**config.mk**
```make
export PLATFORM = sky130hd
export DESIGN_NAME = matte_color_to_alpha_top
export DESIGN_NICKNAME = d
export VERILOG_FILES = /design/src/hdl/mca_pkg.sv /design/src/hdl/mca_prep.sv /design/src/hdl/mca_div_cell.sv /design/src/hdl/matte_color_to_alpha_top.sv
export SDC_FILE = /design/constraint.sdc
export NUM_CORES = 2
export LEC_CHECK = 0
export BUFFER_PORTS_ARGS = -buffer_cell sky130_fd_sc_hd__buf_2
export CAP_MARGIN = 20
export CORE_MARGIN = 1.5
export CORE_UTILIZATION = 31
export DETAILED_ROUTE_END_ITERATION = 10
export PLACE_DENSITY = 0.49
export SLEW_MARGIN = 5
export SYNTH_ARGS = -nofsm -noshare
export SYNTH_HDL_FRONTEND = slang
export SYNTH_HIERARCHICAL = 1
export SYNTH_SLANG_ARGS = --single-unit
```
**constraint.sdc**
```tcl
create_clock -name clk -period 8.17 [get_ports clk]
set_input_delay 0.4085 -clock clk [delete_from_list [all_inputs] [get_ports clk]]
set_output_delay 0.4085 -clock clk [all_outputs]
set_load 0.01 [all_outputs]
```
**src/hdl/mca_pkg.sv**
```systemverilog
`default_nettype none

package mca_pkg;

  localparam int PIX_W = 8;
  // sum of three 8x8 products, max 3*255*255
  localparam int DOT_W = 18;
  localparam int MSQ_W = 18;
  // 255*dot and alpha*msq both stay below 2^26
  localparam int NUM_W = 26;
  localparam int DEN_W = 26;
  // dividend 255*(den-num) < 256*den
  localparam int REM_W = DEN_W + 8;
  localparam int Q_W = 8;
  localparam int N_CELLS = Q_W;
  // accept edge to the edge at which the result transfers
  localparam int LATENCY = 4 + N_CELLS;

  localparam logic [PIX_W-1:0] MATTE_RED_RST = 8'd255;
  localparam logic [PIX_W-1:0] MATTE_GREEN_RST = 8'd241;
  localparam logic [PIX_W-1:0] MATTE_BLUE_RST = 8'd150;
  localparam logic [PIX_W-1:0] MATTE_ALPHA_RST = 8'd255;
  localparam logic [MSQ_W-1:0] MSQ_RST = MSQ_W'(255 * 255 + 241 * 241 + 150 * 150);

  localparam int ADDR_W = 4;
  localparam int DATA_W = 32;

  typedef enum logic [1:0] {
    REG_RED   = 2'd0,
    REG_GREEN = 2'd1,
    REG_BLUE  = 2'd2,
    REG_ALPHA = 2'd3
  } reg_idx_t;

  typedef struct packed {
    logic [PIX_W-1:0] pixel_blue;
    logic [PIX_W-1:0] pixel_green;
    logic [PIX_W-1:0] pixel_red;
    logic [PIX_W-1:0] pixel_alpha;
  } in_item_t;

  typedef struct packed {
    logic [PIX_W-1:0] out_alpha;
    logic             keyed_out;
  } out_item_t;

  typedef struct packed {
    logic [PIX_W-1:0] red;
    logic [PIX_W-1:0] green;
    logic [PIX_W-1:0] blue;
    logic [PIX_W-1:0] alpha;
  } matte_t;

  typedef struct packed {
    logic valid;
    logic keyed;
    logic zero;
  } ctl_t;

  typedef struct packed {
    logic [REM_W-1:0] rem;
    logic [DEN_W-1:0] den;
    logic [Q_W-1:0]   quo;
  } div_t;

endpackage

`default_nettype wire

```
**src/hdl/mca_prep.sv**
```systemverilog
`default_nettype none

module mca_prep (
  input  wire logic                     clk,
  input  wire logic                     rst_n,
  input  wire logic                     take_i,
  input  wire mca_pkg::in_item_t        item_i,
  input  wire mca_pkg::matte_t          matte_i,
  input  wire logic [mca_pkg::MSQ_W-1:0] msq_i,
  output mca_pkg::ctl_t                 ctl_o,
  output mca_pkg::div_t                 div_o
);

  // stage A: dot product and key test
  logic [15:0] prod_b, prod_g, prod_r;
  logic        keyed;
  mca_pkg::ctl_t             a_ctl_r;
  logic [mca_pkg::DOT_W-1:0] a_dot_r;
  logic [mca_pkg::PIX_W-1:0] a_alpha_r;

  assign prod_b = 16'(item_i.pixel_blue) * 16'(matte_i.blue);
  assign prod_g = 16'(item_i.pixel_green) * 16'(matte_i.green);
  assign prod_r = 16'(item_i.pixel_red) * 16'(matte_i.red);
  assign keyed = (item_i.pixel_alpha == '0) ||
                 (item_i.pixel_red == matte_i.red && item_i.pixel_green == matte_i.green &&
                  item_i.pixel_blue == matte_i.blue && item_i.pixel_alpha == matte_i.alpha);

  always_ff @(posedge clk) begin
    if (!rst_n) begin
      a_ctl_r <= '0;
    end else begin
      a_ctl_r <= '{valid: take_i, keyed: keyed, zero: 1'b0};
    end
    a_dot_r <= mca_pkg::DOT_W'(prod_b) + mca_pkg::DOT_W'(prod_g) + mca_pkg::DOT_W'(prod_r);
    a_alpha_r <= item_i.pixel_alpha;
  end

  // stage B: numerator 255*dot by shift-subtract, denominator alpha*msq
  mca_pkg::ctl_t             b_ctl_r;
  logic [mca_pkg::NUM_W-1:0] b_num_r;
  logic [mca_pkg::DEN_W-1:0] b_den_r;

  always_ff @(posedge clk) begin
    if (!rst_n) begin
      b_ctl_r <= '0;
    end else begin
      b_ctl_r <= a_ctl_r;
    end
    b_num_r <= (mca_pkg::NUM_W'(a_dot_r) << 8) - mca_pkg::NUM_W'(a_dot_r);
    b_den_r <= mca_pkg::DEN_W'(a_alpha_r) * mca_pkg::DEN_W'(msq_i);
  end

  // stage C: black matte or projection past the matte gives zero
  mca_pkg::ctl_t             c_ctl_r;
  logic [mca_pkg::DEN_W-1:0] c_diff_r;
  logic [mca_pkg::DEN_W-1:0] c_den_r;

  always_ff @(posedge clk) begin
    if (!rst_n) begin
      c_ctl_r <= '0;
    end else begin
      c_ctl_r <= '{valid: b_ctl_r.valid, keyed: b_ctl_r.keyed,
                   zero: (b_den_r == '0) || (mca_pkg::DEN_W'(b_num_r) >= b_den_r)};
    end
    c_diff_r <= b_den_r - mca_pkg::DEN_W'(b_num_r);
    c_den_r <= b_den_r;
  end

  // stage D: dividend 255*(den-num)
  mca_pkg::ctl_t d_ctl_r;
  mca_pkg::div_t d_div_r;

  always_ff @(posedge clk) begin
    if (!rst_n) begin
      d_ctl_r <= '0;
    end else begin
      d_ctl_r <= c_ctl_r;
    end
    d_div_r <= '{rem: (mca_pkg::REM_W'(c_diff_r) << 8) - mca_pkg::REM_W'(c_diff_r),
                 den: c_den_r,
                 quo: '0};
  end

  assign ctl_o = d_ctl_r;
  assign div_o = d_div_r;

endmodule

`default_nettype wire

```
**src/hdl/mca_div_cell.sv**
```systemverilog
`default_nettype none

module mca_div_cell (
  input  wire logic          clk,
  input  wire logic          rst_n,
  input  wire mca_pkg::ctl_t ctl_i,
  input  wire mca_pkg::div_t div_i,
  output mca_pkg::ctl_t      ctl_o,
  output mca_pkg::div_t      div_o
);

  // One quotient bit per cell, MSB first. The remainder is compared against
  // den*128 every time and shifted left instead of shifting the divisor.
  logic [mca_pkg::REM_W-1:0] den_hi;
  logic [mca_pkg::REM_W-1:0] rem_sub;
  logic                      ge;
  mca_pkg::ctl_t             ctl_r;
  mca_pkg::div_t             div_r, div_nxt;

  assign den_hi = mca_pkg::REM_W'({div_i.den, 7'b0});
  assign ge = div_i.rem >= den_hi;
  assign rem_sub = ge ? (div_i.rem - den_hi) : div_i.rem;

  always_comb begin
    div_nxt.rem = rem_sub << 1;
    div_nxt.den = div_i.den;
    div_nxt.quo = {div_i.quo[mca_pkg::Q_W-2:0], ge};
  end

  always_ff @(posedge clk) begin
    if (!rst_n) begin
      ctl_r <= '0;
    end else begin
      ctl_r <= ctl_i;
    end
    div_r <= div_nxt;
  end

  assign ctl_o = ctl_r;
  assign div_o = div_r;

endmodule

`default_nettype wire

```
**src/hdl/matte_color_to_alpha_top.sv**
```systemverilog
`default_nettype none

// Matte color to alpha.
// Input: a premultiplied BGRA pixel on in_item transfers at a rising edge
// with start high and busy low. busy stays low, so one pixel can be taken
// every cycle and many pixels are in flight at once.
// Output: one result per pixel, shown on out_item for a single cycle with
// out_valid high; results transfer in input order.
// The receiver cannot stall; results are taken as they come.
// Throughput is one pixel per cycle. The pipeline is 4 prep stages (products,
// numerator/denominator, zero test, dividend) plus a chain of 8 divider
// cells, each resolving one bit of the alpha quotient.
// Configuration: APB-style port, matte_red/green/blue/alpha at byte
// addresses 0x0/0x4/0x8/0xC, bits [7:0]. Write only while no pixel is in
// flight. pready is always high.
// Reset (rst_n low, synchronous) empties the pipeline and loads the
// default matte 255/241/150/255.
module matte_color_to_alpha_top (
  input  wire logic                         clk,
  input  wire logic                         rst_n,
  input  wire logic                         start,
  output logic                              busy,
  input  wire mca_pkg::in_item_t            in_item,
  output logic                              out_valid,
  output mca_pkg::out_item_t                out_item,
  input  wire logic                         psel,
  input  wire logic                         penable,
  input  wire logic                         pwrite,
  input  wire logic [mca_pkg::ADDR_W-1:0]   paddr,
  input  wire logic [mca_pkg::DATA_W-1:0]   pwdata,
  output logic [mca_pkg::DATA_W-1:0]        prdata,
  output logic                              pready
);

  mca_pkg::matte_t           matte_r;
  logic [mca_pkg::MSQ_W-1:0] msq_r;
  mca_pkg::reg_idx_t         reg_idx;
  logic                      cfg_wr;
  logic [15:0]               sq_r, sq_g, sq_b;

  assign busy = 1'b0;
  assign pready = 1'b1;
  assign reg_idx = mca_pkg::reg_idx_t'(paddr[3:2]);
  assign cfg_wr = psel && penable && pwrite && pready;

  always_ff @(posedge clk) begin
    if (!rst_n) begin
      matte_r.red <= mca_pkg::MATTE_RED_RST;
      matte_r.green <= mca_pkg::MATTE_GREEN_RST;
      matte_r.blue <= mca_pkg::MATTE_BLUE_RST;
      matte_r.alpha <= mca_pkg::MATTE_ALPHA_RST;
    end else if (cfg_wr) begin
      case (reg_idx)
        mca_pkg::REG_RED:   matte_r.red <= pwdata[7:0];
        mca_pkg::REG_GREEN: matte_r.green <= pwdata[7:0];
        mca_pkg::REG_BLUE:  matte_r.blue <= pwdata[7:0];
        mca_pkg::REG_ALPHA: matte_r.alpha <= pwdata[7:0];
        default: ;
      endcase
    end
  end

  always_comb begin
    case (reg_idx)
      mca_pkg::REG_RED:   prdata = mca_pkg::DATA_W'(matte_r.red);
      mca_pkg::REG_GREEN: prdata = mca_pkg::DATA_W'(matte_r.green);
      mca_pkg::REG_BLUE:  prdata = mca_pkg::DATA_W'(matte_r.blue);
      mca_pkg::REG_ALPHA: prdata = mca_pkg::DATA_W'(matte_r.alpha);
      default:            prdata = '0;
    endcase
  end

  // squared matte length, registered, so it follows the matte registers in the next cycle
  assign sq_r = 16'(matte_r.red) * 16'(matte_r.red);
  assign sq_g = 16'(matte_r.green) * 16'(matte_r.green);
  assign sq_b = 16'(matte_r.blue) * 16'(matte_r.blue);

  always_ff @(posedge clk) begin
    if (!rst_n) begin
      msq_r <= mca_pkg::MSQ_RST;
    end else begin
      msq_r <= mca_pkg::MSQ_W'(sq_r) + mca_pkg::MSQ_W'(sq_g) + mca_pkg::MSQ_W'(sq_b);
    end
  end

  mca_pkg::ctl_t ctl_chain [mca_pkg::N_CELLS+1];
  mca_pkg::div_t div_chain [mca_pkg::N_CELLS+1];

  mca_prep u_prep (
    .clk     (clk),
    .rst_n   (rst_n),
    .take_i  (start && !busy),
    .item_i  (in_item),
    .matte_i (matte_r),
    .msq_i   (msq_r),
    .ctl_o   (ctl_chain[0]),
    .div_o   (div_chain[0])
  );

  for (genvar i = 0; i < mca_pkg::N_CELLS; i++) begin : g_cell
    mca_div_cell u_cell (
      .clk   (clk),
      .rst_n (rst_n),
      .ctl_i (ctl_chain[i]),
      .div_i (div_chain[i]),
      .ctl_o (ctl_chain[i+1]),
      .div_o (div_chain[i+1])
    );
  end

  assign out_valid = ctl_chain[mca_pkg::N_CELLS].valid;
  assign out_item = '{
    out_alpha: (ctl_chain[mca_pkg::N_CELLS].keyed || ctl_chain[mca_pkg::N_CELLS].zero) ?
               '0 : div_chain[mca_pkg::N_CELLS].quo,
    keyed_out: ctl_chain[mca_pkg::N_CELLS].keyed
  };

endmodule

`default_nettype wire

```
# Yosys cells after proc, flatten, opt, wreduce, memory -nomap -nowiden
# Index checks and enable logic that the tools add are counted.
# classes
n_addsub	14
multipliers	7
n_lt_le_gt_ge	9
eq_ne	7
mux	9
reduce_logical	15
# ops
operator	n
greater-or-equal comparator 34 x 33 -> 1 bit	8
2-to-1 mux 33 bit	7
subtractor 33 bit	7
case mux 32 bit (4 select lines)	1
multiplier 8 x 8 -> 16 bit	6
adder 16 x 16 -> 17 bit	2
subtractor 34 x 26 -> 34 bit	1
equality test 8 bit	4
greater-or-equal comparator 26 bit	1
zero test 26 bit	1
multiplier 8 x 18 -> 26 bit	1
subtractor 26 x 18 -> 26 bit	1
subtractor 26 bit	1
adder 17 x 16 -> 18 bit	1
adder 18 x 16 -> 18 bit	1
zero test 8 bit	1
2-to-1 mux 8 bit	1
AND reduction 2 bit	4
logical AND 1 bit	5
equality test 2 bit, second input constant	2
logical OR 1 bit	3
equality test 2 x 1 -> 1 bit, second input constant	1
zero test 2 bit	1
# totals
reg_bits	723
in_bits	74
output_inout_bits	44

# Depth between registers and ports, before layout
# depth
ltp_word	5
mapped_depth	22

# Modules after synthesis
# Netlist, hierarchy kept.
# modules_own_cells
module	instances	cells_each	area_each_um2	seq_area_each_um2
mca_div_cell	8	388	3634.7	1401.3
mca_prep	1	2151	19776.5	4003.8
matte_color_to_alpha_top	1	835	7641.1	1001.0

# Worst setup path before layout
# OpenSTA, ideal clock, no wires.
# synth_timing
kind	register -> register
start	register matte_r[18] (netlist bit)
end	register msq_r[17] (netlist bit)
t_arrival_ns	5.897
required_time_ns	8.047
path_slack_ns	2.149
path_stages_with_launch	19
path_buffers	1
synth_period_minus_slack_ns	6.021
path_cell_list	dfxtp_1 -> clkbuf_1 -> nand2_1 -> fa_1 -> inv_1 -> fa_1 -> fa_1 -> fa_1 -> fa_1 -> fa_1 -> inv_1 -> fa_1 -> inv_1 -> ha_1 -> a21oi_1 -> o21bai_1 -> a41o_1 -> a311oi_2 -> mux2_1
# synth_via
elab_chain_cells	3
# synth_lines
item	line_no	source
from (decl)	matte_color_to_alpha_top.sv:35	mca_pkg::matte_t matte_r;
multiplier 8 x 8 -> 16 bit	matte_color_to_alpha_top.sv:75	assign sq_g = 16'(matte_r.green) * 16'(matte_r.green);
adder 16 x 16 -> 17 bit	matte_color_to_alpha_top.sv:82	msq_r <= mca_pkg::MSQ_W'(sq_r) + mca_pkg::MSQ_W'(sq_g) + mca_pkg::MSQ_W'(sq_b);
adder 17 x 16 -> 18 bit	matte_color_to_alpha_top.sv:82	
to (signal assigned)	matte_color_to_alpha_top.sv:80	msq_r <= mca_pkg::MSQ_RST;
to (signal assigned)	matte_color_to_alpha_top.sv:82	
to (decl)	matte_color_to_alpha_top.sv:36	logic [mca_pkg::MSQ_W-1:0] msq_r;
# Every way passes these cells.
# A chain may end at the register's enable or synchronous reset.

# Worst setup path in the final report
# layout_timing
start	register matte_r[25] (netlist bit)
end	register u_prep/a_dot_r[16] (netlist bit)
# layout_via
elab_chain_cells	2
# layout_lines
item	line_no	source
multiplier 8 x 8 -> 16 bit	mca_prep.sv:23	assign prod_r = 16'(item_i.pixel_red) * 16'(matte_i.red);
adder 18 x 16 -> 18 bit	mca_prep.sv:34	a_dot_r <= mca_pkg::DOT_W'(prod_b) + mca_pkg::DOT_W'(prod_g) + mca_pkg::DOT_W'(prod_r);
to (signal assigned)	mca_prep.sv:34	
to (decl)	mca_prep.sv:18	logic [mca_pkg::DOT_W-1:0] a_dot_r;
# Every way passes these cells.

==> results.md <==
- Final WL: 153 mm
- Hold WS: 0.0781 ns
- Vias in the first global route: 40.5k
- Hold Crit Class: input pin to register
- Post-Place Cell Area: 55,500 um2
- Wirelength per Cell: 18.7 um
- RSZ-0062 raised after global routing: no
- Placeable Area: 171,000 um2
- Clock Tree Buf Depth: 3
- First-pass GRT wire length: 239 mm
- Critical path fanouts, max: 18
- Final Instance Area: 58,500 um2
- Cell family with most CP delay: adder cells
- Crit share post-route: 0.828
- WS Path Type: register to register
- Syn avg cell area: 9.21 um2
- Routed vias/inst: 4.87
- Iter 0 DRT Violations: 2,580
- H-tree depth: 3
- Die area: 175,000 um2
- Worst-Margin Slew: 1.03 ns
- CTS Root Cell: clkbuf_16
- Critical path arrival: 7.36 ns
- Syn Inst Count: 5,798
- Register clock-pin slew on the reported worst setup and hold paths: 0.06 ns
- Final Hold Viols: 0
- Worst Skew: 0.0325 ns
- Worst Setup SP: matte_r[25]$_SDFFE_PN1P_
- GRT Util Overall: 0.176
- Buf/Inv on CP: 3
- Starting Density: 0.311
- Remaining Overflow, GRT: 0
- Fmax: 148 MHz
- CP most frequent cell: fa_1
- CTS Sinks: 723
- Utilization after layout: 0.342
- Cell area after synthesis: 53,400 um2
- Io pins: 118
- Layout cells sized above 1: 0.0836
- R2r startpoint: matte_r[25]$_SDFFE_PN1P_
- Status: finished, final reports clean
- CTS buffer count: 83
- Period minus WS final: 6.77 ns
- Postcts setup bufs: 0
- Slew Viols, Final: 0
- Later-pin clock latency in the skew report: 0.68 ns
- Final #Nets: 6,765
- First-pass DRT Iterations: 6
- Chip Height: 418 um
- Worst path cell trace: nand2_1 -> fa_1 -> fa_1 -> inv_1 -> fa_1 -> fa_1 -> fa_1 -> fa_1 -> inv_1 -> fa_1 -> inv_1 -> ha_1 -> a2111oi_0 -> o21ai_0 -> a41o_1 -> a311oi_1 -> xnor2_1
- Fillers: 17.7k
- Final Setup Violations: 0
- Slowest stage delay, CP: 0.96 ns
- Number of max-cap violations: 0
- Site Rows: 152
- Die width: 418 um
- Warnings from Yosys: 6
- Port bufs: 65
- CP endpoint kind: register
- Setup crit start kind: register
- Initial antenna violation count: 2
- Largest net degree at the start of global routing: 91
- Area growth syn-to-layout: 9.69%
- Vias: 39.7k
- Post-DP HPWL: 126 mm
- CTS tree: yes
- Sum Neg Setup Slack: 0 ns
- Relative slew slack: 0.310
- Worst Path Required: 8.77 ns
- Antenna-violating nets left: 0
- HP Start: pwdata[0]
- GP Congestion: 0.915
- Worst path slowest cell: dfxtp_1
- DRC Markers: 0
[registers in the layout, indices dropped and copies added, names as in the netlist]
| signal | flops |
|---|---|
| g_cell.u_cell/div_o | 449 |
| matte_r | 32 |
| u_prep/ctl_o | 3 |
| u_prep/b_den_r | 26 |
| u_prep/a_alpha_r | 8 |
| u_prep/b_num_r | 26 |
| u_prep/c_den_r | 26 |
| u_prep/div_o | 60 |
| u_prep/c_ctl_r | 3 |
| u_prep/a_dot_r | 18 |
| u_prep/a_ctl_r | 2 |
| msq_r | 18 |
| g_cell.u_cell/ctl_o | 24 |
| u_prep/b_ctl_r | 2 |
| u_prep/c_diff_r | 26 |
[worst paths after layout]
path | endpoint | slack [ns] | cells past startpoint
worst max-delay path | u_prep/a_dot_r[16]$_DFF_P_ | 1.40 | 17
worst min-delay path | matte_r[24]$_SDFFE_PN1P_ | 0.08 | 3
worst max register to register | u_prep/a_dot_r[16]$_DFF_P_ | 1.40 | 17
worst min register to register | u_prep/div_o[8]$_DFF_P_ | 0.31 | 0
[cell usage in the layout (no fill, tap or decap), drive strengths merged, types with 60 or more instances in the layout]
| master | n |
|---|---|
| a21o | 83 |
| a21oi | 307 |
| a31oi | 60 |
| and2 | 296 |
| buf | 89 |
| clkbuf | 106 |
| dfxtp | 723 |
| fa | 397 |
| ha | 515 |
| inv | 889 |
| mux2 | 121 |
| nand2 | 517 |
| nand3 | 148 |
| nand4 | 91 |
| nor2 | 171 |
| nor3 | 88 |
| o211ai | 65 |
| o21a | 89 |
| o21ai | 209 |
| xnor2 | 172 |
| xor2 | 77 |
[metrics by stage]
step                cells  setup WS (ns)
CTS                  8157           1.33
detailed placement   7989           1.36
global placement     7989           1.34
global route         8157          0.954
finish               8158           1.40
floorplan            5822           2.15
[routing by layer]
metal	part of all wire	vias to the layer above	track usage
met5	0	-	0
li1	-	19500	-
met4	0.023	0	0.0436
met3	0.039	174	0.0210
met2	0.48	824	0.302
met1	0.46	19300	0.233
[final cells by class]
cell class / instances / area (um2) / area share
antenna: 1 / 2.50 / 0.0000427
clock buffer: 106 / 2270 / 0.0388
clock inverter: 47 / 587 / 0.0100
inverter: 874 / 3320 / 0.0567
multi-input combinational: 3993 / 34300 / 0.587
sequential: 723 / 14500 / 0.247
tap: 2310 / 2890 / 0.0494
timing repair buffer: 104 / 658 / 0.0112
[worst register-to-register path: stages, from the launching register on]
cell       delay [ns]
dfxtp_1          0.96
nand2_1          0.20
fa_1             0.55
fa_1             0.55
inv_1            0.05
fa_1             0.48
fa_1             0.46
fa_1             0.52
fa_1             0.50
inv_1            0.05
fa_1             0.49
inv_1            0.05
ha_1             0.32
a2111oi_0        0.42
o21ai_0          0.22
a41o_1           0.32
a311oi_1         0.37
xnor2_1          0.16
[what timing repair did]
item                                   4_1_cts  5_1_grt
hold buffers                                15        0
endpoints found under the hold margin       32        0
gates resized for setup                      0        0
Power is not shown: default switching activity piles up to over one toggle a cycle in this logic, so the estimate is an artifact.
